`src/rtl/rlwr_pkg.sv`:
```
// Shared constants, codes and the wave curve for the raster line wave rotator.
// Depends on nothing; every other file of the block imports it.
`timescale 1ns / 1ps
`default_nettype none

package rlwr_pkg;

	localparam int LINE_WIDTH_DEF      = 320;
	localparam int LINE_COUNT_DEF      = 200;
	localparam int PIXELS_PER_WORD_DEF = 8;

	localparam int WORD_W  = 64;
	localparam int PIXEL_W = 8;
	localparam int AMP_W   = 16;
	localparam int CURVE_W = 9;
	localparam int PROD_W  = AMP_W + CURVE_W;
	localparam int OFF_W   = PROD_W - 8;
	localparam int CNT_W   = 5;
	localparam int TABLE_W = 5;
	localparam int ROW_W   = 8;
	localparam int CFG_W   = 16;

	localparam logic [AMP_W-1:0] AMP_LIMIT = AMP_W'(256);
	localparam logic [ROW_W-1:0] ROW_MAX   = '1;

	localparam logic CFG_WAVE_START = 1'b0;
	localparam logic CFG_WAVE_STEP  = 1'b1;

	typedef struct packed {
		logic init;
		logic issue;
		logic bank;
	} lane_ctrl_t;

	function automatic logic [CURVE_W-1:0] curve(input logic [TABLE_W-2:0] k);
		logic [CURVE_W-1:0] v;
		case (k)
			4'd0:    v = 9'd60;
			4'd1:    v = 9'd112;
			4'd2:    v = 9'd156;
			4'd3:    v = 9'd192;
			4'd4:    v = 9'd220;
			4'd5:    v = 9'd240;
			4'd6:    v = 9'd252;
			4'd7:    v = 9'd256;
			4'd8:    v = 9'd252;
			4'd9:    v = 9'd240;
			4'd10:   v = 9'd220;
			4'd11:   v = 9'd192;
			4'd12:   v = 9'd156;
			4'd13:   v = 9'd112;
			4'd14:   v = 9'd60;
			default: v = 9'd0;
		endcase
		return v;
	endfunction

endpackage

`default_nettype wire

```
`src/rtl/rlwr_shift_calc.sv`:
```
// Row shift sequencer: amp*curve/256, reduced mod line width, split into word and pixel.
// Reciprocal multiplies with one correcting subtract each. Uses rlwr_pkg.
`timescale 1ns / 1ps
`default_nettype none

module rlwr_shift_calc
	import rlwr_pkg::*;
#(
	parameter int LINE_WIDTH      = LINE_WIDTH_DEF,
	parameter int PIXELS_PER_WORD = PIXELS_PER_WORD_DEF
) (
	input  wire logic                clk,
	input  wire logic                arst_n,
	input  wire logic                start,
	input  wire logic [AMP_W-1:0]    amp,
	input  wire logic [TABLE_W-1:0]  k,
	input  wire logic                enable,
	output logic                     done,
	output logic [$clog2((LINE_WIDTH + PIXELS_PER_WORD - 1) / PIXELS_PER_WORD)-1:0] s_word,
	output logic [(PIXELS_PER_WORD > 1 ? $clog2(PIXELS_PER_WORD) : 1)-1:0]            s_bsel
);

	localparam int WPR  = (LINE_WIDTH + PIXELS_PER_WORD - 1) / PIXELS_PER_WORD;
	localparam int WW   = $clog2(WPR);
	localparam int BW   = PIXELS_PER_WORD > 1 ? $clog2(PIXELS_PER_WORD) : 1;
	localparam int SW   = $clog2(LINE_WIDTH);
	localparam int R1_W = OFF_W + 1;
	localparam int P1_W = OFF_W + R1_W;
	localparam int R2_W = SW + 1;
	localparam int P2_W = SW + R2_W;
	localparam logic [SW:0]      LW_T   = (SW + 1)'(LINE_WIDTH);
	localparam logic [OFF_W-1:0] LW_O   = OFF_W'(LINE_WIDTH);
	localparam logic [BW:0]      PPW_T  = (BW + 1)'(PIXELS_PER_WORD);
	localparam logic [SW-1:0]    PPW_S  = SW'(PIXELS_PER_WORD);
	localparam logic [R1_W-1:0]  RECIP1 = R1_W'((longint'(1) << OFF_W) / LINE_WIDTH);
	localparam logic [R2_W-1:0]  RECIP2 = R2_W'((longint'(1) << SW) / PIXELS_PER_WORD);

	typedef enum logic [2:0] {
		ST_IDLE,
		ST_MUL,
		ST_REC,
		ST_MOD,
		ST_FIX,
		ST_FLIP,
		ST_DIV,
		ST_SPLIT
	} state_t;

	state_t             state_q;
	logic [AMP_W-1:0]   amp_q;
	logic [TABLE_W-1:0] k_q;
	logic               en_q;
	logic [OFF_W-1:0]   off_q;
	logic [OFF_W-1:0]   q1_q;
	logic [SW:0]        r_q;
	logic [SW-1:0]      rem_q;
	logic [SW-1:0]      s_q;
	logic [SW-1:0]      q2_q;
	logic [SW-1:0]      quo_q;
	logic [BW-1:0]      rem2_q;
	logic               done_q;

	logic [PROD_W-1:0]  prod;
	logic [P1_W-1:0]    prod1;
	logic [OFF_W-1:0]   diff1;
	logic [P2_W-1:0]    prod2;
	logic [SW-1:0]      diff2;
	logic [BW:0]        r2;

	// quotient estimates are exact or one short; one subtract corrects them
	assign prod  = PROD_W'(amp_q) * PROD_W'(curve(k_q[TABLE_W-2:0]));
	assign prod1 = P1_W'(off_q) * P1_W'(RECIP1);
	assign diff1 = off_q - q1_q * LW_O;
	assign prod2 = P2_W'(s_q) * P2_W'(RECIP2);
	assign diff2 = s_q - q2_q * PPW_S;
	assign r2    = (BW + 1)'(diff2);

	always_ff @(posedge clk or negedge arst_n) begin
		if (!arst_n) begin
			state_q <= ST_IDLE;
			done_q  <= 1'b0;
		end else begin
			done_q <= 1'b0;
			case (state_q)
				ST_IDLE: begin
					if (start) begin
						state_q <= ST_MUL;
					end
				end
				ST_MUL:  state_q <= ST_REC;
				ST_REC:  state_q <= ST_MOD;
				ST_MOD:  state_q <= ST_FIX;
				ST_FIX:  state_q <= ST_FLIP;
				ST_FLIP: state_q <= ST_DIV;
				ST_DIV:  state_q <= ST_SPLIT;
				ST_SPLIT: begin
					done_q  <= 1'b1;
					state_q <= ST_IDLE;
				end
				default: state_q <= ST_IDLE;
			endcase
		end
	end

	always_ff @(posedge clk) begin
		case (state_q)
			ST_IDLE: begin
				if (start) begin
					amp_q <= amp;
					k_q   <= k;
					en_q  <= enable;
				end
			end
			ST_MUL: begin
				off_q <= prod[PROD_W-1:8];
			end
			ST_REC: begin
				q1_q <= prod1[OFF_W +: OFF_W];
			end
			ST_MOD: begin
				r_q <= (SW + 1)'(diff1);
			end
			ST_FIX: begin
				rem_q <= (r_q >= LW_T) ? SW'(r_q - LW_T) : SW'(r_q);
			end
			ST_FLIP: begin
				if (!en_q) begin
					s_q <= '0;
				end else if (k_q[TABLE_W-1] && rem_q != '0) begin
					s_q <= SW'(LW_T - (SW + 1)'(rem_q));
				end else begin
					s_q <= rem_q;
				end
			end
			ST_DIV: begin
				q2_q <= prod2[SW +: SW];
			end
			ST_SPLIT: begin
				if (r2 >= PPW_T) begin
					quo_q  <= q2_q + 1'b1;
					rem2_q <= BW'(r2 - PPW_T);
				end else begin
					quo_q  <= q2_q;
					rem2_q <= BW'(r2);
				end
			end
			default: ;
		endcase
	end

	assign done   = done_q;
	assign s_word = quo_q[WW-1:0];
	assign s_bsel = rem2_q;

endmodule

`default_nettype wire

```
`config.mk`:
```
export PLATFORM = sky130hd
export DESIGN_NAME = rlwr_shift_calc
export DESIGN_NICKNAME = d
export VERILOG_FILES = /design/src/rtl/rlwr_pkg.sv /design/src/rtl/rlwr_shift_calc.sv
export SDC_FILE = /design/constraint.sdc
export NUM_CORES = 1
export LEC_CHECK = 0
export ABC_AREA = 1
export BUFFER_PORTS_ARGS = -buffer_cell sky130_fd_sc_hd__buf_2
export CORE_ASPECT_RATIO = 1.75
export CORE_MARGIN = 1
export CORE_UTILIZATION = 37
export CTS_CLUSTER_DIAMETER = 50
export DETAILED_ROUTE_END_ITERATION = 7
export HOLD_SLACK_MARGIN = 0.02
export MAX_ROUTING_LAYER = met4
export PLACE_DENSITY_LB_ADDON = 0.1
export SLEW_MARGIN = 25
export SYNTH_ARGS = -nofsm -noshare
export SYNTH_HDL_FRONTEND = slang
export SYNTH_SLANG_ARGS = --single-unit
```
`constraint.sdc`:
```
create_clock -name clk -period 5.1 [get_ports clk]
set_clock_uncertainty 0.2 [all_clocks]
set_input_delay 0.255 -clock clk [delete_from_list [all_inputs] [get_ports clk]]
set_output_delay 0.255 -clock clk [all_outputs]
set_load 0.005 [all_outputs]
```
# Yosys cells after proc, flatten, opt, wreduce, memory -nomap -nowiden

Memory sizes are Yosys's and may differ from the RTL's. A register that Yosys moved wholly into a read port is not among the register bits.
Index checks and enable logic that the tools add are counted.

Add/subtract/negate cells: 6
Equal/unequal tests: 8
Multiply operators: 3
Muxes and demuxes: 8
Order comparisons: 2
Reduce and logical (&&, ||, !) cells: 4

Operators by type and width:

| operator              | number |
|---|---|
| $mul 17x9->26 const B | 1 |
| $mul 16x9->25         | 1 |
| $pmux 3 s8            | 1 |
| $mux 9                | 2 |
| $eq 3x3->1 const B    | 4 |
| $ge 10x9->1 const B   | 1 |
| $sub 10x10->10        | 1 |
| $mul 9x3->4 const B   | 1 |
| $reduce_bool 9->1     | 1 |
| $sub 9x9->9 const A   | 1 |
| $sub 9x9->9 const B   | 1 |
| $add 6x1->6 const B   | 1 |
| $eq 3x2->1 const B    | 2 |
| $mux 3                | 2 |
| $mux 6                | 1 |
| $ge 4x4->1 const B    | 1 |
| $mux 4                | 1 |
| $sub 4x4->4           | 1 |
| $eq 3x1->1 const B    | 1 |
| $logic_not 3->1       | 1 |
| $sub 3x1->3 const B   | 1 |
| $ne 2x2->1 const B    | 1 |
| $reduce_and 2->1      | 1 |
| $logic_and 1x1->1     | 1 |
| $mux 1                | 1 |

Bits in registers: 95
Logic and storage cells: 45
Bits in read-only memories: 112
Output and inout bits: 10
Memories kept: 1
Input port bits: 25

Memory list:

| memory          | words | bits a word | read ports | clocked after Yosys merged registers in | write ports | RTL line       | text |
|---|---|---|---|---|---|---|---|
| (no name shown) | 16    | 7           | 1          | 1                                       | 0           | rlwr_pkg.sv:37 | `case (k)` |

# Longest topological paths before layout

Gate-level depths: netlist of the first run.

Depth in word-level cells: 3
Gate-level depth with buffers: 23
Mapped depth without buffers: 21

# Worst setup path before layout of the first run

OpenSTA, ideal clock, no wires.

Path type: register -> register
Start: reg (tool-made name)
End: reg off_q[13] (data pin)
Library setup time: 0.252 ns
Setup slack: 0.470 ns
Path buffers: 2
Arrival time: 4.178 ns
Stages on the path, launching flop included: 22
Cells stage by stage: dfxtp_1 -> clkbuf_1 -> clkbuf_1 -> nand2_1 -> fa_1 -> fa_1 -> inv_1 -> fa_1 -> inv_1 -> fa_1 -> inv_1 -> ha_1 -> nand2_1 -> a21oi_1 -> nor2_1 -> nand2_4 -> nand2_2 -> nand2_2 -> nand2_1 -> nand2_1 -> nand2_1 -> nand2_1

RTL lines:

| what                   | RTL line               | text |
|---|---|---|
| end signal: assignment | rlwr_shift_calc.sv:115 | `off_q <= prod[PROD_W-1:8];` |
| end: declaration       | rlwr_shift_calc.sv:53  | `logic [OFF_W-1:0] off_q;` |

==> run_results.csv, run 1 <==
group,metric,value,unit
floorplanning,die_h,216,um
timing,rsz0062_at_grt,"false",
place,gp_congestion,0.876,
yosys,synth_area,9680,um2
cts,cts.sinks,96,
cells_and_area,final_layout_size_suffix_gt1_frac,0.0873,
place,io_buffer_count,34,
grt,grt_max_degree,23,
grt,grt_pass1_wl,35.5,mm
timing,max_slew_margin,0.389,
cts,clk_latency,0.36,ns
timing,finalHoldViolations,0,
status,status,"complete, no violations",
cts,clkSlewWorstSetupHoldPaths,0.07,ns
timing,final-max-slew-violation-count,0,
yosys,syn_nets,1322,
timing,fin_setup_tns,0,ns
cts,cts.path.max_buffers,2,
grt,antenna_found_initial,0,
cts,cts_made_buffers,9,
min_path,hold_class,"reg2reg",
yosys,ys_seq_elements,96,
place,dp_hpwl,18.1,mm
worst_setup_path,critPathRequiredTime,5.00,ns
yosys,synth_cell_types,40,
yosys,async_reset_ff_frac,0.0417,
timing,fin_crit_sh,0.950,
worst_setup_path,worstPathMaxFanout,12,
cells_and_area,regArea,2800,um2
cells_and_area,area_delta_synth_final,12.6,%
floorplanning,num_rows,78,
route,routed_wl,20.8,mm
yosys,ys.flop_type,"edfxtp_1",
route,drtIter0Drc,254,
grt,grt_usage,0.174,
timing,min_period,4.84,ns
route,via_per_inst,4.67,
cells_and_area,multi_input_area,5660,um2
worst_setup_path,worstSetupStartpointType,"flip-flop",
route,wire_per_inst,14.1,um
yosys,avgSynthCellArea,8.96,um2
timing,max_freq,206,MHz
cts,cts_htree_levels,3,
floorplanning,die_x,124,um
floorplanning,core,25800,um2
cells_and_area,nFillCells,2643,
floorplanning,dieArea,26800,um2
cts,tritoncts,"built",
timing,finalSetupViolCount,0,
grt,overflow,0,
cells_and_area,final_net_count,1394,
route,ant_nets,0,
floorplanning,start_util,0.376,
run,cap_violations,0,
cts,cts-root-buf,"clkbuf_16",
worst_setup_path,cp.arrival,4.74,ns
cells_and_area,final_common_cell,"inv_1",
grt,use_met3,0.0191,
worst_setup_path,crit_type,"reg2reg",
yosys,ys.warnings.count,0,
worst_setup_path,rrSetupSlack,0.26,ns
timing,worst_pin_slew,0.913,ns
grt,grt_pass1_vias,7580,
grt,use_met1,0.145,
yosys,synth_cells,1080,
yosys,synth_edf_count,86,
yosys,seq_area_frac_synth,0.290,
route,firstDrtPassIters,4,
cells_and_area,antenna_cells,0,
grt,busiest_layer,"met2",
floorplanning,io_pins,35,
worst_setup_path,cp-end-kind,"flip-flop",
route,drcViolationCount,0,
grt,globalRouteMet2Util,0.360,
route,route.vias.total,6892,
cells_and_area,final_cell_mix,"inv_1, nand2_1, ha_1",
-- path summary, 6_finish.rpt --
check,startpoint,to,cells after the start
worst max-delay path,flip-flop,off_q[10],14
worst min register to register,s_q[0],s_bsel[0],0
min in group asynchronous,arst_n,done,3
worst max register to register,flip-flop,off_q[10],14
max in group asynchronous,arst_n,state_q[2],3
worst min-delay path,s_q[0],s_bsel[0],0
-- critical path: stages, from the launching register on --
cell	delay, ns
dfxtp_1	0.59
nand2_1	0.16
fa_1	0.50
inv_1	0.05
fa_1	0.46
fa_1	0.54
inv_1	0.05
fa_1	0.52
inv_1	0.04
ha_1	0.35
a21oi_1	0.26
a21boi_1	0.41
o21a_1	0.18
nand2_1	0.11
xor2_1	0.16
-- flip-flops by register name, summed over array words and instances, names as in the netlist, named ones only --
register  cells
done          1
s_bsel        3
state_q       3
amp_q        16
en_q          1
quo_q         6
q1_q          4
s_q           9
off_q        17
r_q          10
rem_q         9
q2_q          6
k_q           5
-- layer usage --
metal | share of wire | wire length [um]
met3 | 0.015 | 304
met4 | 0.046 | 958
met2 | 0.60 | 12600
met1 | 0.34 | 6970
met5 | 0 | 0
-- through the flow --
step,utilization,hold WS [ns],setup slack (ns),area (um2),std cells
final,0.423,0.223,0.255,10900,1477
after global routing,0.423,0.232,0.00687,10900,1477
after CTS,0.423,0.226,0.196,10900,1477
after detailed placement,0.400,-0.132,0.202,10300,1436
after global placement,0.400,-0.131,0.250,10300,1436
after floorplan,-,-0.241,0.470,9680,1080
-- synth_stat cells, drive strengths merged (6+ instances only) --
| master | count | share of area |
|---|---|---|
| o21bai | 7 | 0.0066 |
| nor2 | 39 | 0.017 |
| nor3 | 14 | 0.0072 |
| xnor2 | 11 | 0.010 |
| fa | 105 | 0.22 |
| dfxtp | 6 | 0.012 |
| nand3 | 30 | 0.016 |
| clkbuf | 13 | 0.0050 |
| ha | 112 | 0.14 |
| edfxtp | 86 | 0.27 |
| a21oi | 40 | 0.021 |
| nand2 | 229 | 0.092 |
| xor2 | 17 | 0.015 |
| inv | 308 | 0.12 |
| nand4 | 10 | 0.0071 |
| o21ai | 24 | 0.014 |
-- cell type report --
cell class / count / area share
multi-input combinational: 662 / 0.520
sequential: 96 / 0.257
inverter: 308 / 0.106
timing repair buffer: 75 / 0.0496
tap: 320 / 0.0367
clock buffer: 9 / 0.0207
clock inverter: 7 / 0.00999
-- cells by family (layout without fill, tap and decap cells) --
kind of cell / Yosys count / in the layout / synth area share
multiplexers: 1 / 1 / 0.00116
AND/OR/NAND/NOR: 332 / 332 / 0.146
buffers and inverters: 322 / 399 / 0.125
adder cells (fa/ha/maj): 217 / 217 / 0.362
flip-flops: 96 / 96 / 0.290
AO/OA/AOI/OAI: 84 / 84 / 0.0504
XOR/XNOR: 28 / 28 / 0.0253
-- repair_timing --
item,in CTS,in global routing
gates resized for setup,0,1
hold buffers,25,0
hold endpoints to repair,27,0
buffers inserted,0,0
setup endpoints to repair,0,6
Power of run 1 is not shown: default switching activity piles up to over one toggle a cycle in this logic, so the estimate is an artifact.
==> inputs of run 2 (changes only) <==
- ABC_CLOCK_PERIOD_IN_PS: unset -> 5100
- CTS_CLUSTER_SIZE: unset -> 40
- PLACE_DENSITY_LB_ADDON: 0.1 -> 0.15
==> run_results.csv, run 2 (synthesized netlist as in run 1, its figures left out) <==
group,metric,value,unit
route,wire_per_inst,14.2,um
worst_setup_path,critPathRequiredTime,5.00,ns
timing,min_period,4.81,ns
cts,cts.sinks,96,
place,gp_congestion,0.903,
worst_setup_path,path_cells,"nand2_1 > fa_1 > inv_1 > fa_1 > fa_1 > inv_1 > fa_1 > inv_1 > ha_1 > a21oi_1 > a21boi_1 > o21a_1 > nand2_1 > xor2_1",
min_path,hold_class,"reg2reg",
worst_setup_path,crit_path_frequent_cell,"fa_1",
place,io_buffer_count,34,
run,cap_violations,0,
route,firstDrtPassIters,6,
grt,grt_pass1_wl,35.0,mm
cells_and_area,reg.largest.list,"off_q: 17 flops, amp_q: 16 flops, r_q: 10 flops",
cts,cts_post_setup_buffers_inserted,0,
cells_and_area,nFillCells,2604,
timing,final-max-slew-violation-count,0,
route,ant_nets,0,
timing,fin_setup_tns,0,ns
timing,finalHoldViolations,0,
timing,finalSetupViolCount,0,
floorplanning,io_pins,35,
worst_setup_path,slowest_stage,"dfxtp_1",
floorplanning,core,25800,um2
cells_and_area,regMostFlops,"off_q",
cts,cts.path.max_buffers,2,
route,via_per_inst,4.67,
timing,max_slew_margin,0.424,
timing,worst_pin_slew,0.861,ns
timing,rsz0062_at_grt,"false",
worst_setup_path,cpPeakStageDelay,0.59,ns
cells_and_area,final_layout_size_suffix_gt1_frac,0.0882,
floorplanning,dieArea,26800,um2
timing,max_freq,208,MHz
worst_setup_path,worstPathMaxFanout,12,
cells_and_area,final_cell_mix,"inv_1, nand2_1, ha_1",
cells_and_area,antenna_cells,0,
place,dp_hpwl,18.2,mm
grt,grt_usage,0.172,
cts,clkSlewWorstSetupHoldPaths,0.08,ns
floorplanning,die_h,216,um
route,routed_wl,20.9,mm
worst_setup_path,cp-end-kind,"flip-flop",
route,drcViolationCount,0,
cells_and_area,final_net_count,1394,
floorplanning,num_rows,78,
cts,tritoncts,"built",
worst_setup_path,worstSetupStartpointType,"flip-flop",
route,drtIter0Drc,248,
floorplanning,die_x,124,um
route,route.vias.total,6895,
cts,cts_made_buffers,9,
worst_setup_path,crit_type,"reg2reg",
status,status,"complete, no violations",
cts,clk_latency,0.35,ns
grt,overflow,0,
timing,fin_crit_sh,0.942,
floorplanning,start_util,0.376,
grt,grt_max_degree,21,
cells_and_area,largest_reg_flops,17,
grt,antenna_found_initial,0,
cts,cts-root-buf,"clkbuf_16",
grt,grt_pass1_vias,7489,
cts,cts_htree_levels,3,
cells_and_area,area_delta_synth_final,12.3,%
cells_and_area,final_common_cell,"inv_1",
worst_setup_path,cp.arrival,4.71,ns
run 2: cell count changes in the layout (fill, tap and decap cells not counted):
cell / previous run / this run
clkinv_8: 0 / 2
inv_6: 0 / 2
inv_8: 4 / 2
bufinv_16: 2 / 0
clkinv_1: 1 / 0
clkinv_4: 0 / 1
run 2: worst max-delay path, delay by kind of cell (launching register included):
family | cells | cell delay (ns)
compound gates | 3 | 0.82
simple gates | 2 | 0.25
fa+ha+maj | 5 | 2.39
buf+inv | 3 | 0.14
flops | 1 | 0.59
xor+xnor | 1 | 0.16
run 2: what timing repair did:
item / CTS / global route
gates resized for setup: 0 / 1
hold buffers: 25 / 0
endpoints found under the setup margin: 0 / 2
endpoints found under the hold margin: 27 / 0
run 2: final timing paths:
check                                from    endpoint  slack, ns  depth (start not counted)
worst max-delay path            flip-flop   off_q[10]       0.29                         14
worst min-delay path               s_q[7]     q2_q[4]       0.22                          0
worst max register to register  flip-flop   off_q[10]       0.29                         14
worst min register to register     s_q[7]     q2_q[4]       0.22                          0
max in group asynchronous          arst_n        done       3.96                          3
min in group asynchronous          arst_n  state_q[2]       0.58                          3
run 2: final cells by class:
| class | count | area [um2] | share of cell area |
|---|---|---|---|
| clock buffer | 9 | 225 | 0.0207 |
| inverter | 308 | 1160 | 0.106 |
| timing repair buffer | 75 | 541 | 0.0497 |
| clock inverter | 7 | 81.3 | 0.00748 |
| multi-input combinational | 662 | 5660 | 0.521 |
| tap | 320 | 400 | 0.0368 |
| sequential | 96 | 2800 | 0.258 |
run 2: stage by stage:
stage	cell area [um2]	instances	utilization	worst slack [ns]	hold slack (ns)
floorplan	9680	1080	-	0.470	-0.241
global placement	10300	1436	0.400	0.303	-0.138
detailed placement	10300	1436	0.400	0.303	-0.136
CTS	10900	1477	0.422	0.296	0.223
global route	10900	1477	0.422	0.00911	0.230
finish	10900	1477	0.422	0.295	0.222
run 2: metal layers:
layer,vias up,part of all wire,track usage
li1,3452,-,-
met1,3318,0.32,0.136
met2,82,0.62,0.369
met3,43,0.015,0.0196
met4,0,0.040,0.0811
met5,-,0,-
Power of run 2 is left out for the same reason.
==> inputs of run 3 (changes only) <==
- ABC_CLOCK_PERIOD_IN_PS: 5100 -> 3900
- clock period: 5.1 -> 3.9 ns (I/O delays scaled with it)
==> run_results.csv, run 3 (synthesized netlist as in run 1, its figures left out) <==
group,metric,value,unit
status,status,"finished, violations left",
status,violations,"setup timing",
place,io_buffer_count,34,
place,dp_hpwl,18.9,mm
floorplanning,die_h,216,um
floorplanning,num_rows,78,
worst_setup_path,worstSetupStartpointType,"flip-flop",
worst_setup_path,cp_top_family,"adder cells",
route,via_per_inst,4.63,
cells_and_area,antenna_cells,0,
route,routed_wl,22.8,mm
worst_setup_path,cp-end-kind,"flip-flop",
timing,finalSetupViolCount,17,
min_path,hold_class,"reg2reg",
route,route.vias.total,7592,
cells_and_area,nFillCells,2425,
route,ant_nets,0,
cts,cts.path.max_buffers,2,
grt,grt_pass1_vias,8394,
worst_setup_path,rrSetupSlack,-0.39,ns
route,drtIter0Drc,256,
timing,finalHoldViolations,0,
grt,grt_usage,0.185,
cts,clkSlewWorstSetupHoldPaths,0.08,ns
worst_setup_path,cp.arrival,4.22,ns
floorplanning,dieArea,26800,um2
worst_setup_path,reg2reg_to,"off_q[14]",
floorplanning,die_x,124,um
timing,max_freq,233,MHz
cells_and_area,final_common_cell,"inv_1",
timing,worst_pin_slew,0.833,ns
worst_setup_path,reg2reg_depth,18,
cells_and_area,final_net_count,1556,
worst_setup_path,crit_path_frequent_cell,"fa_1",
grt,grt_pass1_wl,37.8,mm
grt,overflow,0,
timing,rsz0062_at_grt,"true",
cts,cts_htree_levels,3,
cells_and_area,final_core_util,0.519,
timing,min_period,4.29,ns
cells_and_area,final_layout_size_suffix_gt1_frac,0.347,
floorplanning,io_pins,35,
route,wire_per_inst,13.9,um
worst_setup_path,slowest_stage,"fa_1",
grt,grt_max_degree,22,
worst_setup_path,critPathBufInv,6,
timing,fin_crit_sh,1.10,
worst_setup_path,path_cells,"buf_12 > nand2_1 > inv_1 > fa_1 > inv_1 > fa_1 > fa_1 > inv_1 > fa_1 > ha_4 > nand2_1 > inv_2 > nand3_4 > nor2_4 > nand4_1 > buf_4 > nand4_1 > nand2_1",
worst_setup_path,endpoint,"off_q[14]",
cells_and_area,largest_reg_flops,17,
floorplanning,core,25800,um2
timing,final-max-slew-violation-count,0,
route,firstDrtPassIters,4,
grt,antenna_found_initial,0,
cts,tritoncts,"built",
cts,cts-root-buf,"clkbuf_16",
worst_setup_path,crit_type,"reg2reg",
floorplanning,start_util,0.376,
worst_setup_path,critPathRequiredTime,3.83,ns
cts,cts_made_buffers,9,
worst_setup_path,cpPeakStageDelay,0.54,ns
route,drcViolationCount,0,
place,gp_congestion,0.867,
run,cap_violations,0,
cts,cts.sinks,96,
timing,max_slew_margin,0.443,
cts,clk_latency,0.37,ns
timing,layout_setup_ws,-0.388,ns
worst_setup_path,worstPathMaxFanout,14,
cells_and_area,area_delta_synth_final,38.2,%
worst_setup_path,crit_cells,18,
cells_and_area,regMostFlops,"off_q",
cells_and_area,reg.largest.list,"off_q: 17 flops, amp_q: 16 flops, r_q: 10 flops",
cells_and_area,final_cell_mix,"inv_1, nand2_1, buf_4",
run 3: how the worst min path moves through the flow:
stage,slack [ns],endpoint,startpoint,depth (start not counted)
floorplan,-0.30,done,arst_n,0
global placement,-0.19,done,arst_n,1
detailed placement,-0.19,done,arst_n,1
CTS,0.22,q2_q[1],s_q[4],0
global route,0.23,q2_q[1],s_q[4],0
finish,0.22,q2_q[1],s_q[4],0
run 3: through the flow:
stage	instances	hold slack, ns	area, um2	TNS (ns)	setup WS [ns]
final	1639	0.223	13400	-4.80	-0.388
after floorplan	1080	-0.301	10100	-1.91	-0.214
after detailed placement	1550	-0.191	11600	-7.28	-0.772
after global routing	1639	0.234	13400	-7.99	-0.557
after CTS	1621	0.224	12800	-4.88	-0.401
after global placement	1550	-0.193	11600	-6.80	-0.756
run 3: what timing repair did:
item,4_1_cts,5_1_grt
endpoints found under the hold margin,31,0
gates resized for setup,105,87
pin swaps,77,84
hold buffers,25,0
endpoints found under the setup margin,21,21
buffers inserted,30,19
run 3: worst register-to-register path: stages, from the launching register on:
cell,delay (ns)
dfxtp_1,0.33
buf_12,0.15
nand2_1,0.07
inv_1,0.06
fa_1,0.54
inv_1,0.05
fa_1,0.49
fa_1,0.52
inv_1,0.05
fa_1,0.49
ha_4,0.29
nand2_1,0.09
inv_2,0.10
nand3_4,0.10
nor2_4,0.14
nand4_1,0.09
buf_4,0.16
nand4_1,0.08
nand2_1,0.05
run 3: final cells by class:
| cell class | count | area [um2] | share of cell area |
|---|---|---|---|
| clock inverters | 7 | 86.3 | 0.00646 |
| flip-flops and latches | 96 | 2810 | 0.210 |
| clock buffers | 9 | 225 | 0.0168 |
| repair buffers | 237 | 1910 | 0.143 |
| multi-input cells | 662 | 6770 | 0.506 |
| inverters | 308 | 1170 | 0.0874 |
| well taps | 320 | 400 | 0.0299 |
run 3: routing by layer:
metal,global-route usage,wire (um)
met3,0.0203,360
met2,0.393,14300
met5,-,0
met4,0.0936,1020
met1,0.147,7190
Power of run 3 is left out for the same reason.
